`config.mk`:
```
export PLATFORM = sky130hd
export DESIGN_NAME = json_byte_tokenizer_core
export DESIGN_NICKNAME = d
export VERILOG_FILES = /design/src/hdl/jbt_pkg.sv /design/src/hdl/jbt_lexer.sv /design/src/hdl/jbt_result_fifo.sv /design/src/hdl/json_byte_tokenizer_core.sv
export SDC_FILE = /design/constraint.sdc
export NUM_CORES = 2
export LEC_CHECK = 0
export BUFFER_PORTS_ARGS = -buffer_cell sky130_fd_sc_hd__buf_4
export CAP_MARGIN = 20
export CORE_ASPECT_RATIO = 1.4
export CORE_MARGIN = 2
export CORE_UTILIZATION = 45
export DETAILED_ROUTE_END_ITERATION = 8
export GPL_TIMING_DRIVEN = 0
export PLACE_DENSITY_LB_ADDON = 0.12
export SYNTH_ARGS = -nofsm -noshare
export SYNTH_HDL_FRONTEND = slang
export SYNTH_HIERARCHICAL = 1
export SYNTH_SLANG_ARGS = --single-unit
```
`constraint.sdc`:
```
create_clock -name clk -period 15.9 [get_ports clk]
set_clock_uncertainty 0.05 [all_clocks]
set_input_delay 0.795 -clock clk [delete_from_list [all_inputs] [get_ports clk]]
set_output_delay 0.795 -clock clk [all_outputs]
set_load 0.005 [all_outputs]
```
`src/hdl/jbt_pkg.sv`:
```
`default_nettype none
// ----------------------------------------------------------------------------
// jbt_pkg: shared types and functions for the JSON byte tokenizer
// Token kinds, lexer modes, number state and the per-byte helper functions.
// ----------------------------------------------------------------------------
package jbt_pkg;

    localparam int MAX_MANTISSA_DIGITS = 18;
    localparam int FIFO_DEPTH = 4;
    localparam int FIFO_AW = 2;

    localparam logic [59:0] MANTISSA_LIMIT = 60'(64'd10 ** MAX_MANTISSA_DIGITS);

    localparam logic [3:0] KIND_LBRACKET = 4'd0;
    localparam logic [3:0] KIND_LBRACE   = 4'd1;
    localparam logic [3:0] KIND_RBRACKET = 4'd2;
    localparam logic [3:0] KIND_RBRACE   = 4'd3;
    localparam logic [3:0] KIND_COLON    = 4'd4;
    localparam logic [3:0] KIND_COMMA    = 4'd5;
    localparam logic [3:0] KIND_TRUE     = 4'd6;
    localparam logic [3:0] KIND_NUMBER   = 4'd9;
    localparam logic [3:0] KIND_SBYTE    = 4'd10;
    localparam logic [3:0] KIND_SEND     = 4'd11;
    localparam logic [3:0] KIND_ERROR    = 4'd12;

    localparam logic [3:0] MODE_IDLE    = 4'd0;
    localparam logic [3:0] MODE_LITERAL = 4'd1;
    localparam logic [3:0] MODE_STRING  = 4'd2;
    localparam logic [3:0] MODE_NSIGN   = 4'd3;
    localparam logic [3:0] MODE_NZERO   = 4'd4;
    localparam logic [3:0] MODE_NINT    = 4'd5;
    localparam logic [3:0] MODE_FSTART  = 4'd6;
    localparam logic [3:0] MODE_NFRAC   = 4'd7;
    localparam logic [3:0] MODE_ESTART  = 4'd8;
    localparam logic [3:0] MODE_ESIGN   = 4'd9;
    localparam logic [3:0] MODE_NEXP    = 4'd10;
    localparam logic [3:0] MODE_DROP    = 4'd11;

    localparam logic [1:0] LIT_TRUE  = 2'd0;
    localparam logic [1:0] LIT_FALSE = 2'd1;
    localparam logic [1:0] LIT_NULL  = 2'd2;

    localparam logic [15:0] SAT16 = 16'hFFFF;

    typedef struct packed {
        logic [59:0] mant;
        logic [4:0]  mcnt;
        logic [15:0] frac;
        logic [15:0] drop;
        logic [15:0] eacc;
        logic        eneg;
        logic        sneg;
        logic        inex;
    } num_t;

    typedef struct packed {
        logic [3:0] mode;
        logic [1:0] lsel;
        logic [2:0] lpos;
        num_t       num;
    } lex_state_t;

    typedef struct packed {
        logic [3:0]         kind;
        logic [7:0]         sbyte;
        logic               neg;
        logic [59:0]        mant;
        logic signed [15:0] expo;
        logic               inex;
        logic               done;
    } res_t;

    function automatic res_t tok_res(logic [3:0] kind, logic [7:0] sbyte);
        res_t r;
        r = '0;
        r.kind = kind;
        r.sbyte = sbyte;
        return r;
    endfunction

    function automatic res_t num_res(num_t n);
        res_t r;
        logic signed [17:0] e;
        logic inex;
        r = '0;
        inex = n.inex;
        e = $signed({2'b00, n.drop}) - $signed({2'b00, n.frac});
        if (n.eneg)
        begin
            e = e - $signed({2'b00, n.eacc});
        end
        else
        begin
            e = e + $signed({2'b00, n.eacc});
        end
        if (e > 18'sd32767)
        begin
            e = 18'sd32767;
            inex = 1'b1;
        end
        else if (e < -18'sd32768)
        begin
            e = -18'sd32768;
            inex = 1'b1;
        end
        r.kind = KIND_NUMBER;
        r.neg = n.sneg;
        r.mant = n.mant;
        r.expo = e[15:0];
        r.inex = inex;
        return r;
    endfunction

    function automatic logic [59:0] times_ten(logic [59:0] v, logic [3:0] d);
        return {v[56:0], 3'b000} + {v[58:0], 1'b0} + {56'd0, d};
    endfunction

    function automatic num_t int_digit(num_t s, logic [3:0] d);
        num_t r;
        r = s;
        if (!(s.mant == '0 && d == 4'd0))
        begin
            if (s.mcnt < 5'(MAX_MANTISSA_DIGITS))
            begin
                r.mant = times_ten(s.mant, d);
                r.mcnt = s.mcnt + 5'd1;
            end
            else
            begin
                // digit beyond the kept width only scales the value
                r.inex = 1'b1;
                if (s.drop != SAT16)
                begin
                    r.drop = s.drop + 16'd1;
                end
            end
        end
        return r;
    endfunction

    function automatic num_t frac_digit(num_t s, logic [3:0] d);
        num_t r;
        logic keep;
        r = s;
        keep = (s.mant == '0 && d == 4'd0);
        if (!keep && s.mcnt < 5'(MAX_MANTISSA_DIGITS))
        begin
            r.mant = times_ten(s.mant, d);
            r.mcnt = s.mcnt + 5'd1;
            keep = 1'b1;
        end
        if (keep)
        begin
            if (s.frac == SAT16)
            begin
                r.inex = 1'b1;
            end
            else
            begin
                r.frac = s.frac + 16'd1;
            end
        end
        else
        begin
            r.inex = 1'b1;
        end
        return r;
    endfunction

    function automatic num_t exp_digit(num_t s, logic [3:0] d);
        num_t r;
        logic [19:0] v;
        r = s;
        v = {1'b0, s.eacc, 3'b000} + {3'b000, s.eacc, 1'b0} + {16'd0, d};
        if (v > 20'h0FFFF)
        begin
            r.eacc = SAT16;
            r.inex = 1'b1;
        end
        else
        begin
            r.eacc = v[15:0];
        end
        return r;
    endfunction

    function automatic logic [7:0] lit_char(logic [1:0] s, logic [2:0] p);
        logic [7:0] c;
        case ({s, p})
            {LIT_TRUE, 3'd0}:  c = "t";
            {LIT_TRUE, 3'd1}:  c = "r";
            {LIT_TRUE, 3'd2}:  c = "u";
            {LIT_TRUE, 3'd3}:  c = "e";
            {LIT_FALSE, 3'd0}: c = "f";
            {LIT_FALSE, 3'd1}: c = "a";
            {LIT_FALSE, 3'd2}: c = "l";
            {LIT_FALSE, 3'd3}: c = "s";
            {LIT_FALSE, 3'd4}: c = "e";
            {LIT_NULL, 3'd0}:  c = "n";
            {LIT_NULL, 3'd1}:  c = "u";
            {LIT_NULL, 3'd2}:  c = "l";
            {LIT_NULL, 3'd3}:  c = "l";
            default:           c = 8'h00;
        endcase
        return c;
    endfunction

    function automatic lex_state_t start_token(input logic [7:0] b, input lex_state_t s,
                                               output logic emit, output logic [3:0] kind);
        lex_state_t r;
        r = s;
        r.mode = MODE_IDLE;
        emit = 1'b0;
        kind = KIND_ERROR;
        case (b) inside
            8'h20, 8'h09, 8'h0A, 8'h0D:
            begin
                emit = 1'b0;
            end
            "[":
            begin
                emit = 1'b1;
                kind = KIND_LBRACKET;
            end
            "{":
            begin
                emit = 1'b1;
                kind = KIND_LBRACE;
            end
            "]":
            begin
                emit = 1'b1;
                kind = KIND_RBRACKET;
            end
            "}":
            begin
                emit = 1'b1;
                kind = KIND_RBRACE;
            end
            ":":
            begin
                emit = 1'b1;
                kind = KIND_COLON;
            end
            ",":
            begin
                emit = 1'b1;
                kind = KIND_COMMA;
            end
            "t":
            begin
                r.lsel = LIT_TRUE;
                r.lpos = 3'd1;
                r.mode = MODE_LITERAL;
            end
            "f":
            begin
                r.lsel = LIT_FALSE;
                r.lpos = 3'd1;
                r.mode = MODE_LITERAL;
            end
            "n":
            begin
                r.lsel = LIT_NULL;
                r.lpos = 3'd1;
                r.mode = MODE_LITERAL;
            end
            "\"":
            begin
                r.mode = MODE_STRING;
            end
            "-":
            begin
                r.num = '0;
                r.num.sneg = 1'b1;
                r.mode = MODE_NSIGN;
            end
            "0":
            begin
                r.num = '0;
                r.mode = MODE_NZERO;
            end
            ["1":"9"]:
            begin
                r.num = int_digit('0, b[3:0]);
                r.mode = MODE_NINT;
            end
            default:
            begin
                emit = 1'b1;
                kind = KIND_ERROR;
                r.mode = MODE_DROP;
            end
        endcase
        return r;
    endfunction

endpackage
`default_nettype wire

```
`src/hdl/jbt_lexer.sv`:
```
`default_nettype none
// ----------------------------------------------------------------------------
// jbt_lexer: lexer state and per-byte step
// Advances the lexer state by one byte and gives up to two result beats.
// ----------------------------------------------------------------------------
module jbt_lexer (
    input  wire logic          clk,
    input  wire logic          rst_n,
    input  wire logic          step,
    input  wire logic [7:0]    byte_in,
    input  wire logic          last,
    output jbt_pkg::res_t      res0,
    output jbt_pkg::res_t      res1,
    output logic [1:0]         res_cnt
);

    jbt_pkg::lex_state_t st_reg;
    jbt_pkg::lex_state_t st_next;
    jbt_pkg::lex_state_t cur;
    jbt_pkg::lex_state_t started;

    logic          dig;
    logic          ech;
    logic [3:0]    d;
    logic          st_emit;
    logic [3:0]    st_kind;
    logic [1:0]    s_idx;
    logic [2:0]    lit_len;
    logic [2:0]    p1;

    logic          a_v;
    logic          b_v;
    logic          c_v;
    jbt_pkg::res_t a_r;
    jbt_pkg::res_t b_r;
    jbt_pkg::res_t c_r;

    always_comb
    begin
        cur = st_reg;
        st_next = st_reg;
        dig = (byte_in >= "0") && (byte_in <= "9");
        ech = (byte_in == "e") || (byte_in == "E");
        d = byte_in[3:0];
        a_v = 1'b0;
        b_v = 1'b0;
        c_v = 1'b0;
        a_r = jbt_pkg::num_res(cur.num);
        b_r = jbt_pkg::tok_res(jbt_pkg::KIND_ERROR, 8'h00);
        c_r = jbt_pkg::tok_res(jbt_pkg::KIND_ERROR, 8'h00);
        st_emit = 1'b0;
        st_kind = jbt_pkg::KIND_ERROR;
        started = jbt_pkg::start_token(byte_in, cur, st_emit, st_kind);
        s_idx = (cur.lsel == 2'd3) ? jbt_pkg::LIT_TRUE : cur.lsel;
        lit_len = (s_idx == jbt_pkg::LIT_FALSE) ? 3'd5 : 3'd4;
        p1 = cur.lpos + 3'd1;

        case (cur.mode)
            jbt_pkg::MODE_IDLE:
            begin
                st_next = started;
                b_v = st_emit;
                b_r = jbt_pkg::tok_res(st_kind, 8'h00);
            end
            jbt_pkg::MODE_LITERAL:
            begin
                if (cur.lpos < lit_len && jbt_pkg::lit_char(s_idx, cur.lpos) == byte_in)
                begin
                    if (p1 >= lit_len)
                    begin
                        b_v = 1'b1;
                        b_r = jbt_pkg::tok_res(jbt_pkg::KIND_TRUE + {2'b00, s_idx}, 8'h00);
                        st_next.mode = jbt_pkg::MODE_IDLE;
                        st_next.lpos = 3'd0;
                    end
                    else
                    begin
                        st_next.lpos = p1;
                    end
                end
                else
                begin
                    b_v = 1'b1;
                    st_next.mode = jbt_pkg::MODE_DROP;
                end
            end
            jbt_pkg::MODE_STRING:
            begin
                b_v = 1'b1;
                if (byte_in == "\"")
                begin
                    b_r = jbt_pkg::tok_res(jbt_pkg::KIND_SEND, 8'h00);
                    st_next.mode = jbt_pkg::MODE_IDLE;
                end
                else
                begin
                    b_r = jbt_pkg::tok_res(jbt_pkg::KIND_SBYTE, byte_in);
                end
            end
            jbt_pkg::MODE_NSIGN:
            begin
                if (byte_in == "0")
                begin
                    st_next.mode = jbt_pkg::MODE_NZERO;
                end
                else if (dig)
                begin
                    st_next.num = jbt_pkg::int_digit(cur.num, d);
                    st_next.mode = jbt_pkg::MODE_NINT;
                end
                else
                begin
                    b_v = 1'b1;
                    st_next.mode = jbt_pkg::MODE_DROP;
                end
            end
            jbt_pkg::MODE_NZERO, jbt_pkg::MODE_NINT:
            begin
                if (dig && cur.mode == jbt_pkg::MODE_NINT)
                begin
                    st_next.num = jbt_pkg::int_digit(cur.num, d);
                end
                else if (byte_in == ".")
                begin
                    st_next.mode = jbt_pkg::MODE_FSTART;
                end
                else if (ech)
                begin
                    st_next.mode = jbt_pkg::MODE_ESTART;
                end
                else
                begin
                    // close the number, then treat the byte as a fresh token
                    a_v = 1'b1;
                    st_next = started;
                    b_v = st_emit;
                    b_r = jbt_pkg::tok_res(st_kind, 8'h00);
                end
            end
            jbt_pkg::MODE_FSTART:
            begin
                if (dig)
                begin
                    st_next.num = jbt_pkg::frac_digit(cur.num, d);
                    st_next.mode = jbt_pkg::MODE_NFRAC;
                end
                else
                begin
                    b_v = 1'b1;
                    st_next.mode = jbt_pkg::MODE_DROP;
                end
            end
            jbt_pkg::MODE_NFRAC:
            begin
                if (dig)
                begin
                    st_next.num = jbt_pkg::frac_digit(cur.num, d);
                end
                else if (ech)
                begin
                    st_next.mode = jbt_pkg::MODE_ESTART;
                end
                else
                begin
                    a_v = 1'b1;
                    st_next = started;
                    b_v = st_emit;
                    b_r = jbt_pkg::tok_res(st_kind, 8'h00);
                end
            end
            jbt_pkg::MODE_ESTART:
            begin
                if (byte_in == "+" || byte_in == "-")
                begin
                    st_next.num.eneg = (byte_in == "-");
                    st_next.mode = jbt_pkg::MODE_ESIGN;
                end
                else if (dig)
                begin
                    st_next.num = jbt_pkg::exp_digit(cur.num, d);
                    st_next.mode = jbt_pkg::MODE_NEXP;
                end
                else
                begin
                    b_v = 1'b1;
                    st_next.mode = jbt_pkg::MODE_DROP;
                end
            end
            jbt_pkg::MODE_ESIGN:
            begin
                if (dig)
                begin
                    st_next.num = jbt_pkg::exp_digit(cur.num, d);
                    st_next.mode = jbt_pkg::MODE_NEXP;
                end
                else
                begin
                    b_v = 1'b1;
                    st_next.mode = jbt_pkg::MODE_DROP;
                end
            end
            jbt_pkg::MODE_NEXP:
            begin
                if (dig)
                begin
                    st_next.num = jbt_pkg::exp_digit(cur.num, d);
                end
                else
                begin
                    a_v = 1'b1;
                    st_next = started;
                    b_v = st_emit;
                    b_r = jbt_pkg::tok_res(st_kind, 8'h00);
                end
            end
            default:
            begin
                // drop mode: swallow bytes until the end of the document
                st_next = st_reg;
            end
        endcase

        if (last)
        begin
            case (st_next.mode)
                jbt_pkg::MODE_NZERO, jbt_pkg::MODE_NINT,
                jbt_pkg::MODE_NFRAC, jbt_pkg::MODE_NEXP:
                begin
                    c_v = 1'b1;
                    c_r = jbt_pkg::num_res(st_next.num);
                end
                jbt_pkg::MODE_LITERAL, jbt_pkg::MODE_STRING, jbt_pkg::MODE_NSIGN,
                jbt_pkg::MODE_FSTART, jbt_pkg::MODE_ESTART, jbt_pkg::MODE_ESIGN:
                begin
                    c_v = 1'b1;
                end
                default:
                begin
                    c_v = 1'b0;
                end
            endcase
            st_next = '0;
            st_next.mode = jbt_pkg::MODE_IDLE;
        end

        res_cnt = {1'b0, a_v} + {1'b0, b_v} + {1'b0, c_v};
        res0 = a_v ? a_r : (b_v ? b_r : c_r);
        res1 = a_v ? (b_v ? b_r : c_r) : c_r;
        if (last && res_cnt == 2'd2)
        begin
            res1.done = 1'b1;
        end
        else if (last && res_cnt == 2'd1)
        begin
            res0.done = 1'b1;
        end
    end

    always_ff @(posedge clk or negedge rst_n)
    begin
        if (!rst_n)
        begin
            st_reg <= '0;
        end
        else if (step)
        begin
            st_reg <= st_next;
        end
    end

endmodule
`default_nettype wire

```
`src/hdl/jbt_result_fifo.sv`:
```
`default_nettype none
// ----------------------------------------------------------------------------
// jbt_result_fifo: result queue
// Takes zero, one or two result beats per cycle and hands out one per cycle while out_ready is high.
// ----------------------------------------------------------------------------
module jbt_result_fifo (
    input  wire logic          clk,
    input  wire logic          rst_n,
    input  wire logic          push,
    input  wire logic [1:0]    push_cnt,
    input  wire jbt_pkg::res_t push0,
    input  wire jbt_pkg::res_t push1,
    output logic               room,
    output logic               out_valid,
    input  wire logic          out_ready,
    output jbt_pkg::res_t      head
);

    jbt_pkg::res_t mem [jbt_pkg::FIFO_DEPTH];

    logic [jbt_pkg::FIFO_AW-1:0] wp_reg;
    logic [jbt_pkg::FIFO_AW-1:0] wp_next;
    logic [jbt_pkg::FIFO_AW-1:0] rp_reg;
    logic [jbt_pkg::FIFO_AW-1:0] rp_next;
    logic [jbt_pkg::FIFO_AW:0]   count_reg;
    logic [jbt_pkg::FIFO_AW:0]   count_next;
    logic [1:0]                  n_in;
    logic                        pop;

    assign n_in = push ? push_cnt : 2'd0;
    assign pop = out_valid && out_ready;
    assign out_valid = (count_reg != '0);
    assign head = mem[rp_reg];
    assign room = (count_reg <= (jbt_pkg::FIFO_AW+1)'(jbt_pkg::FIFO_DEPTH - 2));

    always_comb
    begin
        wp_next = wp_reg + jbt_pkg::FIFO_AW'(n_in);
        rp_next = rp_reg + jbt_pkg::FIFO_AW'(pop);
        count_next = count_reg + (jbt_pkg::FIFO_AW+1)'(n_in)
                     - (jbt_pkg::FIFO_AW+1)'(pop);
    end

    always_ff @(posedge clk)
    begin
        if (n_in != 2'd0)
        begin
            mem[wp_reg] <= push0;
        end
        if (n_in == 2'd2)
        begin
            mem[wp_reg + jbt_pkg::FIFO_AW'(1)] <= push1;
        end
    end

    always_ff @(posedge clk or negedge rst_n)
    begin
        if (!rst_n)
        begin
            wp_reg <= '0;
            rp_reg <= '0;
            count_reg <= '0;
        end
        else
        begin
            wp_reg <= wp_next;
            rp_reg <= rp_next;
            count_reg <= count_next;
        end
    end

endmodule
`default_nettype wire

```
`src/hdl/json_byte_tokenizer_core.sv`:
```
`default_nettype none
// ----------------------------------------------------------------------------
// json_byte_tokenizer_core: streaming JSON tokenizer
// One byte in per beat, JSON tokens out as result beats.
// ----------------------------------------------------------------------------
// Input channel: in_valid/in_ready carry byte_value and end_of_input, one
// document byte per beat; end_of_input marks the last byte of a document.
// Output channel: out_valid/out_ready carry one token per beat. String text
// comes out one byte per beat followed by a string-end beat; numbers come
// out as sign, decimal mantissa and decimal exponent. document_done marks
// the last beat caused by an end-of-input byte.
// Path: an accepted byte waits in the input register, is lexed when the
// result queue has room, and its result beats are written into the queue
// at that edge; out_valid shows them once the queue count has updated.
// Throughput: one byte per cycle while the queue has room. A byte yields
// zero, one or two result beats and the output side drains one beat per
// cycle while out_ready is high, so the rate is set by the four-entry
// result queue: a new byte is lexed only while it holds two beats or fewer.
// Stall: when out_ready is low the queue fills, the input register holds
// its byte and in_ready drops; nothing is lost.
// Reset: rst_n clears the lexer to idle between tokens and empties the
// input register and the result queue.
// ----------------------------------------------------------------------------
module json_byte_tokenizer_core (
    input  wire logic               clk,
    input  wire logic               rst_n,
    input  wire logic               in_valid,
    output logic                    in_ready,
    input  wire logic [7:0]         byte_value,
    input  wire logic               end_of_input,
    output logic                    out_valid,
    input  wire logic               out_ready,
    output logic [3:0]              token_kind,
    output logic [7:0]              string_byte,
    output logic                    number_negative,
    output logic [59:0]             number_mantissa,
    output logic signed [15:0]      number_exponent,
    output logic                    number_inexact,
    output logic                    document_done
);

    logic          in_vld_reg;
    logic          in_vld_next;
    logic [7:0]    byte_reg;
    logic          eoi_reg;
    logic          room;
    logic          proc;
    logic          accept;
    logic [1:0]    res_cnt;
    jbt_pkg::res_t res0;
    jbt_pkg::res_t res1;
    jbt_pkg::res_t head;

    assign proc = in_vld_reg && room;
    assign in_ready = !in_vld_reg || proc;
    assign accept = in_valid && in_ready;

    always_comb
    begin
        if (accept)
        begin
            in_vld_next = 1'b1;
        end
        else if (proc)
        begin
            in_vld_next = 1'b0;
        end
        else
        begin
            in_vld_next = in_vld_reg;
        end
    end

    always_ff @(posedge clk or negedge rst_n)
    begin
        if (!rst_n)
        begin
            in_vld_reg <= 1'b0;
        end
        else
        begin
            in_vld_reg <= in_vld_next;
        end
    end

    always_ff @(posedge clk)
    begin
        if (accept)
        begin
            byte_reg <= byte_value;
            eoi_reg <= end_of_input;
        end
    end

    jbt_lexer u_lexer (
        .clk     (clk),
        .rst_n   (rst_n),
        .step    (proc),
        .byte_in (byte_reg),
        .last    (eoi_reg),
        .res0    (res0),
        .res1    (res1),
        .res_cnt (res_cnt)
    );

    jbt_result_fifo u_fifo (
        .clk       (clk),
        .rst_n     (rst_n),
        .push      (proc),
        .push_cnt  (res_cnt),
        .push0     (res0),
        .push1     (res1),
        .room      (room),
        .out_valid (out_valid),
        .out_ready (out_ready),
        .head      (head)
    );

    assign token_kind = head.kind;
    assign string_byte = head.sbyte;
    assign number_negative = head.neg;
    assign number_mantissa = head.mant;
    assign number_exponent = head.expo;
    assign number_inexact = head.inex;
    assign document_done = head.done;

endmodule
`default_nettype wire

```
==> qor.txt <==
setup_tns -> 0 ps
total via count in the routed design -> 34700
area grow syn2layout -> 11.6%
final hold vios -> 0
Slew @ Worst Pin -> 1230 ps
die width -> 256 um
Synth Register Bits -> 506
Hold Buf Count CTS -> 0
mean post-synth cell area -> 10.1 um2
Setup crit start -> byte_reg[7]
reg2reg end -> u_fifo/mem[1][7]
placed cell area -> 42700 um2
design area -> 44500 um2
CP max stage delay -> 750 ps
TritonCTS clock tree -> yes
R2R Setup Slk -> 5200 ps
Rows -> 129
die area -> 91100 um2
LEAKAGE -> 18.1 nW
async set-reset flop share out of synthesis -> 26.3%
port bufs -> 105
DP Worst Slack -> 5280 ps
Max H-tree Level -> 2
post-synthesis sequential area ratio -> 36.4%
final WL -> 156 mm
Cell Area, Synth -> 39900 um2
All-Layer GR Usage -> 33.5%
Final setup viols -> 0
first-pass GRT wire length -> 227 mm
clk_lat worst skew -> 640 ps
setup ws final -> 5200 ps
power per cell area -> 147 nW/um2
VDD IR max -> 118 uV
Synth cell types -> 105
max reg flops -> 364
final slew viol count -> 0
Finished Core Util -> 50.5%
CP Max Fanout -> 10
largest net degree at the start of global routing -> 69
core footprint -> 88100 um2
max-cap violations -> 0
critical path class -> reg -> reg
Reg with most FFs -> u_fifo/mem
Final period util -> 67.3%
cell repeated most along the worst path -> o21ai_0
initial antenna violation count -> 3
RSZ-0062 raised after global routing -> no
post-route ant nets -> 0
# IOs -> 106
status -> finished, final reports clean
GRT overflow -> 0
Initial DRC Count -> 3420
nets -> 4403
GP Congestion -> 1.01
die height -> 356 um
Ys Warns -> 6
most common cell after layout, fill and taps aside -> edfxtp_1
max_slew headroom -> 17.9%
synth top area cells -> edfxtp_1, dfrtp_1, mux2_2
fmax -> 93.5 MHz
most frequent cells in the layout -> edfxtp_1, nand2_1, a21oi_1
EDFF count, synth -> 373
CP Data Required Time -> 16360 ps
layout cells sized above 1 -> 18.7%
Post-DP HPWL -> 119 mm
CP arrival -> 11160 ps
CP Launch Type -> flip-flop
# DRC -> 0
area share of the largest cell type after synthesis -> 28.1%
Worst path slowest cell -> o21ai_1
Initial Util -> 45.3%
clock sink total -> 506
Reg2Reg Launch Point -> byte_reg[7]
min cycle time layout -> 10700 ps
Max Root-Sink Buffers -> 3
critical path endpoint category -> flip-flop
Syn Inst Count -> 3959
Post-synth top flop -> edfxtp_1
DR WL/cell -> 29.1 um
CTS root buffer -> clkbuf_16
DRT Pass-1 Iters -> 9
Post-CTS Setup Repair Bufs -> 0
vias per std cell -> 6.45
number of buffers created by CTS -> 53
crit path capture -> u_fifo/mem[1][7]
via count of the first global-routing pass -> 34600
Clock transition at path regs -> 70 ps
cell taking the most area after synthesis -> edfxtp_1
Hold Path Class -> in -> async
CTS resizes -> 0
R2R cell count -> 37
==> cell usage after synthesis (55+ instances only) <==
library cell / count
mux4_2: 91
mux2_4: 90
edfxtp_1: 373
nor3_1: 80
ha_1: 228
xnor2_1: 91
o21ai_0: 260
mux2_2: 277
a21oi_1: 299
xor2_1: 55
clkbuf_1: 156
nor2_1: 297
inv_1: 98
nand3_1: 63
dfrtp_1: 133
a21o_1: 101
nand2_1: 306
==> worst max-delay path, delay by kind of cell (launching register included) <==
kind	cells	cell delay (ps)
AO/OA/AOI/OAI	18	4450
AND/OR/NAND/NOR	10	2530
buffers and inverters	3	1050
multiplexers	2	770
XOR/XNOR	2	680
adder cells (fa/ha/maj)	2	650
flip-flops	1	380
==> stage by stage <==
stage                     std cells  total power, mW  hold WS [ps]
after global routing           5375             6.81           112
after detailed placement       5276             5.18           489
after global placement         5250             5.15           465
final                          5379             6.54          52.7
after floorplan                3966             3.83           436
after CTS                      5375             6.53          94.6
==> cells by family after synthesis <==
group	Yosys count	synth area share [%]
adder cells (fa/ha/maj)	239	7.67
buffers and inverters	343	3.71
AND/OR/NAND/NOR	1045	12.5
flip-flops	506	36.4
AO/OA/AOI/OAI	1204	19.7
multiplexers	474	16.7
other	1	0.00939
XOR/XNOR	147	3.26
==> where the power goes <==
group	internal [mW]	switching, mW
registers	1.78	0.0946
logic	1.25	2.07
clock network	0.766	0.574
total	3.80	2.74
==> worst min-delay path by stage <==
stage                     slack (ps)             from         endpoint  depth (start not counted)
final                             50            rst_n  u_lexer/a_r[42]                          1
after CTS                         90            rst_n  u_lexer/a_r[42]                          1
after global routing             110            rst_n  u_lexer/a_r[42]                          1
after global placement           470  u_lexer/cur[55]  u_lexer/cur[55]                          1
after detailed placement         490  u_lexer/a_r[78]  u_lexer/a_r[78]                          2
after floorplan                  440  u_lexer/a_r[78]  u_lexer/a_r[78]                          2
==> layer usage <==
metal,part of all wire (%),track usage (%),vias to the layer above
met3,6.1,4.67,527
met4,8.8,25.1,4
met1,36,37.3,17100
met2,49,58.4,1544
li1,-,-,15600
met5,0.012,0,-
==> final cells by class <==
| class | count | area [um2] |
|---|---|---|
| well taps | 1179 | 1480 |
| inverters | 99 | 372 |
| clock inverters | 34 | 444 |
| diodes | 4 | 10.0 |
| repair buffers | 131 | 1240 |
| multi-input cells | 3117 | 24000 |
| plain buffers | 244 | 1110 |
| clock buffers | 65 | 1370 |
| fillers | 8310 | 43600 |
| flip-flops and latches | 506 | 14500 |
Power figures use the tool's default switching activity.
